<file path="src/ecf_pkg.sv">
// Shared types, constants and codes of the Eulerian circuit finder.
`default_nettype none
package ecf_pkg;

	localparam int MAX_NODES = 8;
	localparam int MAX_EDGES = 64;
	localparam int MAX_MULT  = 3;
	localparam int VW        = $clog2(MAX_NODES);
	localparam int MW        = 2;
	localparam int ROW_W     = MAX_NODES * MW;
	localparam int DEG_W     = 5;
	localparam int TOT_W     = 8;
	localparam int CNT_W     = 4;
	localparam int STK_AW    = $clog2(MAX_EDGES);
	localparam int SP_W      = STK_AW + 1;

	localparam logic OP_LOAD  = 1'b0;
	localparam logic OP_START = 1'b1;

	localparam logic [1:0] ST_OK       = 2'd0;
	localparam logic [1:0] ST_ISOLATED = 2'd1;
	localparam logic [1:0] ST_ODD      = 2'd2;
	localparam logic [1:0] ST_TOO_MANY = 2'd3;

	localparam logic REG_NODE_COUNT = 1'b0;

	typedef struct packed {
		logic       opcode;
		logic [2:0] row_vertex;
		logic [2:0] col_vertex;
		logic [1:0] edge_multiplicity;
	} in_word_t;

	typedef struct packed {
		logic [1:0] status;
		logic [2:0] from_vertex;
		logic [2:0] to_vertex;
		logic       last;
	} out_word_t;

	typedef struct packed {
		logic          is_start;
		logic          in_range;
		logic [VW-1:0] row;
		logic [VW-1:0] col;
		logic [MW-1:0] mult;
	} cmd_t;

endpackage
`default_nettype wire

</file>
<file path="src/eulerian_circuit_finder.sv">
// Top level of the Eulerian circuit finder: register port, front and back ends.
//
// Usage:
//   in channel (in_valid/in_ready/in_word): a load word writes one matrix entry
//   and its mirror; a start word checks the graph and walks the circuit.
//   out channel (out_valid/out_ready/out_word): a start returns either one error
//   word (status nonzero, vertices zero, last set) or one word per circuit edge
//   in pop order, status zero, last set on the final edge.
//   APB port: register 0 holds node_count (reset 8); write it only while idle.
// Timing:
//   A two-entry command queue sits between front and back, so loads are taken
//   one per cycle while the back end is free. A start runs the degree checks
//   (one matrix row a cycle) and then one bound check, then the walk: each
//   pushed edge passes the scan and the second decrement, each pop the scan
//   and a wait for the stack memory read, all run by the single walk sequencer.
// Reset clears the matrix, the queue, the walk control and the output word.
// When the receiver stalls, the back end holds its result word and waits at
// the next word it must send; the queue keeps accepting until it fills.
`default_nettype none
module eulerian_circuit_finder (
	input  wire logic               clk,
	input  wire logic               arst_n,
	input  wire logic               psel,
	input  wire logic               penable,
	input  wire logic               pwrite,
	input  wire logic [2:0]         paddr,
	input  wire logic [31:0]        pwdata,
	output logic [31:0]             prdata,
	output logic                    pready,
	input  wire logic               in_valid,
	output logic                    in_ready,
	input  wire ecf_pkg::in_word_t  in_word,
	output logic                    out_valid,
	input  wire logic               out_ready,
	output ecf_pkg::out_word_t      out_word
);

	logic [3:0]    node_count_q;
	logic          cmd_valid;
	logic          cmd_ready;
	ecf_pkg::cmd_t cmd;

	assign pready = 1'b1;
	assign prdata = (paddr[2] == ecf_pkg::REG_NODE_COUNT) ? {28'd0, node_count_q} : 32'd0;

	// Write node_count on the access phase; other addresses are dropped.
	always_ff @(posedge clk or negedge arst_n) begin
		if (!arst_n) begin
			node_count_q <= 4'(ecf_pkg::MAX_NODES);
		end else if (psel && penable && pwrite && pready &&
			(paddr[2] == ecf_pkg::REG_NODE_COUNT)) begin
			node_count_q <= pwdata[3:0];
		end
	end

	ecf_front u_front (
		.clk       (clk),
		.arst_n    (arst_n),
		.in_valid  (in_valid),
		.in_ready  (in_ready),
		.in_word   (in_word),
		.cmd_valid (cmd_valid),
		.cmd_ready (cmd_ready),
		.cmd       (cmd)
	);

	ecf_back u_back (
		.clk        (clk),
		.arst_n     (arst_n),
		.node_count (node_count_q),
		.cmd_valid  (cmd_valid),
		.cmd_ready  (cmd_ready),
		.cmd        (cmd),
		.out_valid  (out_valid),
		.out_ready  (out_ready),
		.out_word   (out_word)
	);

endmodule
`default_nettype wire

</file>
<file path="src/ecf_front.sv">
// Front end: accepts input words, classifies them and queues commands.
`default_nettype none
module ecf_front (
	input  wire logic              clk,
	input  wire logic              arst_n,
	input  wire logic              in_valid,
	output logic                   in_ready,
	input  wire ecf_pkg::in_word_t in_word,
	output logic                   cmd_valid,
	input  wire logic              cmd_ready,
	output ecf_pkg::cmd_t          cmd
);

	ecf_pkg::cmd_t cls;
	ecf_pkg::cmd_t fifo_q [2];
	logic          wr_ptr_q;
	logic          rd_ptr_q;
	logic [1:0]    count_q;
	logic          push;
	logic          pop;

	// Classify: opcode, range check of the vertices, clamp of the multiplicity.
	always_comb begin
		cls.is_start = (in_word.opcode == ecf_pkg::OP_START);
		cls.in_range = ({1'b0, in_word.row_vertex} < 4'(ecf_pkg::MAX_NODES)) &&
			({1'b0, in_word.col_vertex} < 4'(ecf_pkg::MAX_NODES));
		cls.row = in_word.row_vertex[ecf_pkg::VW-1:0];
		cls.col = in_word.col_vertex[ecf_pkg::VW-1:0];
		if ({1'b0, in_word.edge_multiplicity} > 3'(ecf_pkg::MAX_MULT)) begin
			cls.mult = ecf_pkg::MW'(ecf_pkg::MAX_MULT);
		end else begin
			cls.mult = in_word.edge_multiplicity;
		end
	end

	assign in_ready  = (count_q != 2'd2);
	assign push      = in_valid && in_ready;
	assign cmd_valid = (count_q != 2'd0);
	assign pop       = cmd_valid && cmd_ready;
	assign cmd       = fifo_q[rd_ptr_q];

	always_ff @(posedge clk) begin
		if (push) begin
			fifo_q[wr_ptr_q] <= cls;
		end
	end

	always_ff @(posedge clk or negedge arst_n) begin
		if (!arst_n) begin
			wr_ptr_q <= 1'b0;
			rd_ptr_q <= 1'b0;
			count_q  <= 2'd0;
		end else begin
			if (push) begin
				wr_ptr_q <= ~wr_ptr_q;
			end
			if (pop) begin
				rd_ptr_q <= ~rd_ptr_q;
			end
			if (push && !pop) begin
				count_q <= count_q + 2'd1;
			end else if (pop && !push) begin
				count_q <= count_q - 2'd1;
			end
		end
	end

endmodule
`default_nettype wire

</file>
<file path="src/ecf_back.sv">
// Back end: matrix store, degree checks and the stack-based circuit walk.
`default_nettype none
module ecf_back (
	input  wire logic               clk,
	input  wire logic               arst_n,
	input  wire logic [3:0]         node_count,
	input  wire logic               cmd_valid,
	output logic                    cmd_ready,
	input  wire ecf_pkg::cmd_t      cmd,
	output logic                    out_valid,
	input  wire logic               out_ready,
	output ecf_pkg::out_word_t      out_word
);

	typedef enum logic [2:0] {
		S_IDLE, S_COPY, S_CHKTOT, S_ERR, S_SCAN, S_DEC2, S_POPWAIT
	} state_t;

	state_t                        state_q;
	logic [ecf_pkg::ROW_W-1:0]     lm_q [ecf_pkg::MAX_NODES];
	logic [ecf_pkg::ROW_W-1:0]     wm_q [ecf_pkg::MAX_NODES];
	logic [ecf_pkg::VW-1:0]        stk_mem [2**ecf_pkg::STK_AW];
	logic [ecf_pkg::VW-1:0]        stk_rd_q;
	logic [ecf_pkg::CNT_W-1:0]     idx_q;
	logic [ecf_pkg::TOT_W-1:0]     total_q;
	logic [1:0]                    err_q;
	logic [ecf_pkg::VW-1:0]        top_q;
	logic [ecf_pkg::VW-1:0]        t_q;
	logic [ecf_pkg::VW-1:0]        prev_q;
	logic                          have_prev_q;
	logic [ecf_pkg::SP_W-1:0]      sp_q;
	logic                          out_valid_q;
	ecf_pkg::out_word_t            out_word_q;

	logic [3:0]                    nact;
	logic [ecf_pkg::ROW_W-1:0]     masked;
	logic [ecf_pkg::DEG_W-1:0]     deg;
	logic [ecf_pkg::ROW_W-1:0]     scan_row;
	logic                          found;
	logic [ecf_pkg::VW-1:0]        tsel;
	logic                          out_free;
	logic                          word_load;
	logic                          push;
	logic [ecf_pkg::STK_AW-1:0]    wr_addr;
	logic [ecf_pkg::STK_AW-1:0]    rd_addr;

	always_comb begin
		if (node_count == 4'd0) begin
			nact = 4'd1;
		end else if (node_count > 4'(ecf_pkg::MAX_NODES)) begin
			nact = 4'(ecf_pkg::MAX_NODES);
		end else begin
			nact = node_count;
		end
	end

	// Copy row: drop the diagonal and unused columns, sum the degree.
	always_comb begin
		masked = lm_q[idx_q[ecf_pkg::VW-1:0]];
		deg    = '0;
		for (int j = 0; j < ecf_pkg::MAX_NODES; j++) begin
			if ((4'(j) == idx_q) || (4'(j) >= nact)) begin
				masked[j*ecf_pkg::MW +: ecf_pkg::MW] = '0;
			end
			deg = deg + ecf_pkg::DEG_W'(masked[j*ecf_pkg::MW +: ecf_pkg::MW]);
		end
	end

	// Lowest-numbered neighbor of the stack top.
	always_comb begin
		scan_row = wm_q[top_q];
		found    = 1'b0;
		tsel     = '0;
		for (int j = ecf_pkg::MAX_NODES - 1; j >= 0; j--) begin
			if ((4'(j) < nact) && (scan_row[j*ecf_pkg::MW +: ecf_pkg::MW] != '0)) begin
				found = 1'b1;
				tsel  = ecf_pkg::VW'(j);
			end
		end
	end

	assign out_free  = !out_valid_q || out_ready;
	// A new result word is loaded into the output register this cycle.
	assign word_load = out_free && ((state_q == S_ERR) ||
		((state_q == S_SCAN) && !found &&
		(have_prev_q || (sp_q == ecf_pkg::SP_W'(1)))));
	assign cmd_ready = (state_q == S_IDLE);
	assign out_valid = out_valid_q;
	assign out_word  = out_word_q;
	assign push      = (state_q == S_DEC2);
	assign wr_addr   = ecf_pkg::STK_AW'(sp_q - 1'b1);
	assign rd_addr   = ecf_pkg::STK_AW'(sp_q - 2'd2);

	always_ff @(posedge clk) begin
		if (push) begin
			stk_mem[wr_addr] <= top_q;
		end
		stk_rd_q <= stk_mem[rd_addr];
	end

	always_ff @(posedge clk) begin
		case (state_q)
			S_COPY: begin
				wm_q[idx_q[ecf_pkg::VW-1:0]] <= masked;
			end
			S_SCAN: begin
				if (found) begin
					wm_q[top_q][tsel*ecf_pkg::MW +: ecf_pkg::MW] <=
						wm_q[top_q][tsel*ecf_pkg::MW +: ecf_pkg::MW] - 1'b1;
				end
			end
			S_DEC2: begin
				wm_q[t_q][top_q*ecf_pkg::MW +: ecf_pkg::MW] <=
					wm_q[t_q][top_q*ecf_pkg::MW +: ecf_pkg::MW] - 1'b1;
			end
			default: begin
			end
		endcase
	end

	always_ff @(posedge clk or negedge arst_n) begin
		if (!arst_n) begin
			state_q     <= S_IDLE;
			for (int i = 0; i < ecf_pkg::MAX_NODES; i++) begin
				lm_q[i] <= '0;
			end
			idx_q       <= '0;
			total_q     <= '0;
			err_q       <= ecf_pkg::ST_OK;
			top_q       <= '0;
			t_q         <= '0;
			prev_q      <= '0;
			have_prev_q <= 1'b0;
			sp_q        <= '0;
			out_valid_q <= 1'b0;
			out_word_q  <= '0;
		end else begin
			if (out_valid_q && out_ready && !word_load) begin
				out_valid_q <= 1'b0;
			end
			case (state_q)
				S_IDLE: begin
					if (cmd_valid) begin
						if (!cmd.is_start) begin
							if (cmd.in_range) begin
								lm_q[cmd.row][cmd.col*ecf_pkg::MW +: ecf_pkg::MW] <= cmd.mult;
								lm_q[cmd.col][cmd.row*ecf_pkg::MW +: ecf_pkg::MW] <= cmd.mult;
							end
						end else begin
							idx_q   <= '0;
							total_q <= '0;
							state_q <= S_COPY;
						end
					end
				end
				S_COPY: begin
					if (deg == '0) begin
						err_q   <= ecf_pkg::ST_ISOLATED;
						state_q <= S_ERR;
					end else if (deg[0]) begin
						err_q   <= ecf_pkg::ST_ODD;
						state_q <= S_ERR;
					end else begin
						total_q <= total_q + ecf_pkg::TOT_W'(deg);
						if (idx_q == nact - 4'd1) begin
							state_q <= S_CHKTOT;
						end else begin
							idx_q <= idx_q + 4'd1;
						end
					end
				end
				S_CHKTOT: begin
					if ((total_q >> 1) > ecf_pkg::TOT_W'(ecf_pkg::MAX_EDGES)) begin
						err_q   <= ecf_pkg::ST_TOO_MANY;
						state_q <= S_ERR;
					end else begin
						top_q       <= '0;
						sp_q        <= ecf_pkg::SP_W'(1);
						have_prev_q <= 1'b0;
						state_q     <= S_SCAN;
					end
				end
				S_ERR: begin
					if (out_free) begin
						out_valid_q <= 1'b1;
						out_word_q  <= '{status: err_q, from_vertex: 3'd0,
							to_vertex: 3'd0, last: 1'b1};
						state_q     <= S_IDLE;
					end
				end
				S_SCAN: begin
					if (found) begin
						t_q     <= tsel;
						state_q <= S_DEC2;
					end else if (out_free) begin
						// Pop the top; each pop after the first closes one edge.
						if (have_prev_q || (sp_q == ecf_pkg::SP_W'(1))) begin
							out_valid_q <= 1'b1;
							out_word_q  <= '{status: ecf_pkg::ST_OK,
								from_vertex: have_prev_q ? 3'(prev_q) : 3'd0,
								to_vertex: have_prev_q ? 3'(top_q) : 3'd0,
								last: (sp_q == ecf_pkg::SP_W'(1))};
						end
						prev_q      <= top_q;
						have_prev_q <= 1'b1;
						sp_q        <= sp_q - 1'b1;
						if (sp_q == ecf_pkg::SP_W'(1)) begin
							state_q <= S_IDLE;
						end else begin
							state_q <= S_POPWAIT;
						end
					end
				end
				S_DEC2: begin
					top_q   <= t_q;
					sp_q    <= sp_q + 1'b1;
					state_q <= S_SCAN;
				end
				S_POPWAIT: begin
					top_q   <= stk_rd_q;
					state_q <= S_SCAN;
				end
				default: begin
					state_q <= S_IDLE;
				end
			endcase
		end
	end

endmodule
`default_nettype wire

</file>
<file path="config.mk">
export PLATFORM = sky130hd
export DESIGN_NAME = eulerian_circuit_finder
export DESIGN_NICKNAME = d
export VERILOG_FILES = /design/src/ecf_pkg.sv /design/src/eulerian_circuit_finder.sv /design/src/ecf_front.sv /design/src/ecf_back.sv
export SDC_FILE = /design/constraint.sdc
export NUM_CORES = 1
export LEC_CHECK = 0
export BUFFER_PORTS_ARGS = -buffer_cell sky130_fd_sc_hd__buf_2
export CELL_PAD_IN_SITES_DETAIL_PLACEMENT = 1
export CELL_PAD_IN_SITES_GLOBAL_PLACEMENT = 1
export CORE_MARGIN = 4
export CORE_UTILIZATION = 56
export DETAILED_ROUTE_END_ITERATION = 12
export PLACE_DENSITY = 0.95
export SYNTH_ARGS = -nofsm -noshare
export SYNTH_HDL_FRONTEND = slang
export SYNTH_SLANG_ARGS = --single-unit
</file>
<file path="constraint.sdc">
create_clock -name clk -period 9.9 [get_ports clk]
set_input_delay 1.98 -clock clk [delete_from_list [all_inputs] [get_ports clk]]
set_output_delay 1.98 -clock clk [all_outputs]
set_load 0.1 [all_outputs]
</file>
==> qor.csv <==
stage,metric,value,unit
status,outcome,completed,
final_layout,diode count,0,
synthesis,top-area cell type share of the netlist area,36.78,%
sta,Final Cycle Share,84.09,%
sta,Final Setup Violations,0,
detailed_routing,wire length per cell,31.36,µm
detailed_routing,Vias/cell,7.379,
worst_setup_path,R2R Setup Slk,1.58,ns
sta,fin crit period,8.325,ns
cts,worst skew pair latency,0.64,ns
floorplan,Die H,230.0,µm
grt,pin count of the biggest net entering global routing,89,
floorplan,DIE AREA,52890,µm²
hold_path,Hold Path Class,register to register,
detailed_routing,Routed WL,94.14,mm
power_and_ir_drop,Flop pwr share,31.5,%
grt,initial antenna violation count,4,
grt,Total GRT Usage,35.31,%
synthesis,#FFs+latches synth,521,
sta,relative slew slack,6.143,%
placement,GP Congestion,0.9939,
detailed_routing,Initial DRC Count,2889,
grt,first-pass GRT wire length,143.8,mm
worst_setup_path,critical path launch point type,register,
hold_path,WHS Endpoint,u_back.out_word[1],
synthesis,Most used DFF post-synth,edfxtp_1,
floorplan,Die Wd,230.0,µm
placement,Placed Cells,2899,
power_and_ir_drop,Clock power frac,22.2,%
detailed_routing,drt pass-1 iters,7,
hold_path,beginning of the worst hold path,u_back.out_word[1],
synthesis,cell type with the highest aggregate area in the netlist,edfxtp_1,
hold_path,hold path depth,2,
cts,CTS Buffer Depth,3,
final_layout,share of cells above drive strength 1,16.89,%
worst_setup_path,Worst R2R Path Depth,21,
cts,post-CTS sizing,0,
worst_setup_path,crit end category,register,
worst_setup_path,CP arrival,8.77,ns
synthesis,post-synthesis sequential area ratio,53.33,%
worst_setup_path,Reg2Reg Capture Point,u_back.total_q[6],
detailed_routing,detailed-route DRC error count,0,
sta,Fmax,0.1201,GHz
grt,Top Usage Layer GRT,met2,
synthesis,Post-synth EDFFs,338,
synthesis,synth unique cells,84,
grt,vias in the first global route,23480,
power_and_ir_drop,sw power,4.399,mW
floorplan,Starting Density,56.49,%
cts,clk slew on worst S/H paths,0.07,ns
power_and_ir_drop,VDD IR-drop max,0.1753,mV
sta,Final Max Slew Viols,0,
worst_setup_path,worst-path fanout max,24,
synthesis,Synth Instances,2299,
final_layout,Finished Core Util,61.64,%
floorplan,Rows,81,
synthesis,synth top area cells,"edfxtp_1 (37%), dfrtp_1 (16%), mux4_2 (13%)",
placement,buffers added on ports,35,
sta,Sum Neg Setup Slack,0,ns
placement,post-DP HPWL,60.61,mm
synthesis,most frequent cells after synthesis,"edfxtp_1 (338), nand2_1 (310), nor2_1 (209)",
cts,clock root cell,clkbuf_16,
detailed_routing,Final ANT Viol Nets,0,
power_and_ir_drop,Comb pwr share,46.3,%
power_and_ir_drop,Int Power,5.381,mW
cts,CTS sink cnt,521,
sta,final hold violation count,0,
final_layout,Fill cells,4866,
synthesis,mapped cell area,27600,µm²
floorplan,core box area,48850,µm²
grt,met3 Usage GRT,8.548,%
synthesis,most frequent cell after synthesis,edfxtp_1,
synthesis,Post-synth ARST share,34.55,%
sta,Worst Skew,0.04679,ns
final_layout,"non-filler cells, final",3002,
cts,Post-CTS Hold Buffers,0,
worst_setup_path,Setup Crit Path Kind,register to register,
worst_setup_path,worst r2r src,u_back.idx_q[0],
final_layout,Synth-to-Final Area Change,9.123,%
floorplan,IO Pins,95,
detailed_routing,total number of vias,22150,
worst_setup_path,Critical Path RT,10.35,ns
grt,grt ovf,0,
power_and_ir_drop,PwrDens,324.8,nW/µm²
cts,CTS tree,yes,
final_layout,nets@finish,2392,
sta,unrepaired setup endpoints after global routing,false,
cts,CTS H-tree depth,2,
synthesis,Mean Syn Cell Area,12.00,µm²
power_and_ir_drop,LEAKAGE,10.64,nW
cts,Post-CTS Setup Bufs,0,
power_and_ir_drop,Net Sw Frac,44.98,%
run,maxcap violations,0,
synthesis,Synth Warn #,0,
grt,M1 GR Usage,42.73,%
cts,TritonCTS buffer count,55,
sta,measured slew at the worst slew-check pin,1.403,ns
grt,met2 Usage GRT,58.38,%
## worst max-delay path by stage
| stage | cells past startpoint | startpoint | slack [ns] | to |
|---|---|---|---|---|
| finish | 21 | u_back.idx_q[0] | 1.58 | u_back.total_q[6] |
| global route | 20 | u_back.idx_q[0] | 1.38 | u_back.total_q[4] |
| CTS | 21 | u_back.idx_q[0] | 1.87 | u_back.idx_q[2] |
| detailed placement | 22 | u_back.idx_q[0] | 2.40 | u_back.total_q[7] |
| global placement | 22 | u_back.idx_q[0] | 2.81 | u_back.total_q[7] |
| floorplan | 21 | u_back.idx_q[0] | 3.36 | u_back.total_q[0] |
## logic make-up (layout without fill, tap and decap cells)
family | count (synthesis) | in the layout | synth area share (%)
AOI/OAI and AO/OA | 473 | 473 | 11.10
buffers and inverters | 204 | 216 | 3.305
muxes | 238 | 238 | 16.16
other | 2 | 29 | 0.02721
adders and majority gates | 49 | 49 | 2.548
DFF | 521 | 521 | 53.33
xor gates and xnor gates | 28 | 28 | 0.8887
and+or+nand+nor | 784 | 784 | 12.65
## placed cells by master, fill, tap and decap left out, drive strengths merged, types with 11 or more instances in the layout
cell type / instances
a21o: 14
a21oi: 80
a22o: 14
a22oi: 27
and2: 11
buf: 64
clkbuf: 73
clkinv: 21
conb: 29
dfrtp: 179
edfxtp: 338
fa: 12
ha: 37
inv: 52
mux2: 40
mux2i: 36
mux4: 162
nand2: 310
nand2b: 17
nand3: 53
nand4: 15
nor2: 210
nor2b: 17
nor3: 85
nor4: 27
o21ai: 162
o22a: 30
o22ai: 62
o31ai: 13
xnor2: 16
xor2: 12
## sequential cells by signal, indices dropped and copies added, names as in the netlist, 3 cells and up
register / count
u_back.stk_mem: 192
u_back.stk_rd_q: 3
u_back.out_word: 9
u_back.prev_q: 3
u_front.fifo_q: 18
u_back.idx_q: 4
u_back.top_q: 3
node_count_q: 4
u_back.t_q: 3
u_back.wm_q: 128
u_back.total_q: 8
u_back.sp_q: 7
u_back.lm_q: 128
u_back.state_q: 3
## stage by stage
| stage | power [mW] | setup WS [ns] | area [µm²] | hold slack, ns |
|---|---|---|---|---|
| 2_1_floorplan | 5.917 | 3.361 | 27700 | 0.4335 |
| 3_3_place_gp | 6.970 | 2.814 | 28240 | 0.4515 |
| 3_5_place_dp | 7.287 | 2.403 | 28240 | 0.4732 |
| 4_1_cts | 9.563 | 1.873 | 30110 | 0.4916 |
| 5_1_grt | 10.05 | 1.376 | 30110 | 0.5080 |
| 6_report | 9.780 | 1.575 | 30110 | 0.4852 |
## layer usage
layer | up-vias | share of wire [%]
li1 | 8681 | -
met2 | 1779 | 48
met1 | 11070 | 34
met4 | 6 | 7.5
met3 | 617 | 10
met5 | - | 0.038
## worst max-delay path: stages (launching register included)
cell	delay (ns)
dfrtp_2	0.94
buf_4	0.51
mux4_2	0.58
a22oi_1	0.38
nor2_1	0.13
ha_1	0.22
fa_1	0.49
inv_1	0.08
fa_1	0.53
fa_1	0.57
fa_1	0.74
inv_1	0.08
ha_1	0.25
fa_1	0.43
xor2_1	0.35
nor4_1	0.10
nand2_1	0.20
nor2b_1	0.46
o21ai_0	0.24
buf_4	0.31
o21ai_0	0.25
nand2_1	0.26
## power by group through the flow
stage	sequential, mW	combinational [mW]	clock (mW)
global placement	3.06	3.91	0
CTS	3.07	4.33	2.17
finish	3.08	4.53	2.17
detailed placement	3.10	4.19	0
floorplan	2.90	3.02	0
global route	3.11	4.67	2.27
## layout make-up
class / instances / area [µm²] / share of cell area (%)
clock inverter: 30 / 315.3 / 1.047
timing repair buffer: 64 / 399.1 / 1.325
clock buffer: 73 / 1556 / 5.169
tap: 664 / 830.8 / 2.759
multi-input combinational: 1601 / 12100 / 40.17
sequential: 521 / 14730 / 48.92
inverter: 49 / 183.9 / 0.6108
Note: power is estimated with default switching activity, not from simulation.
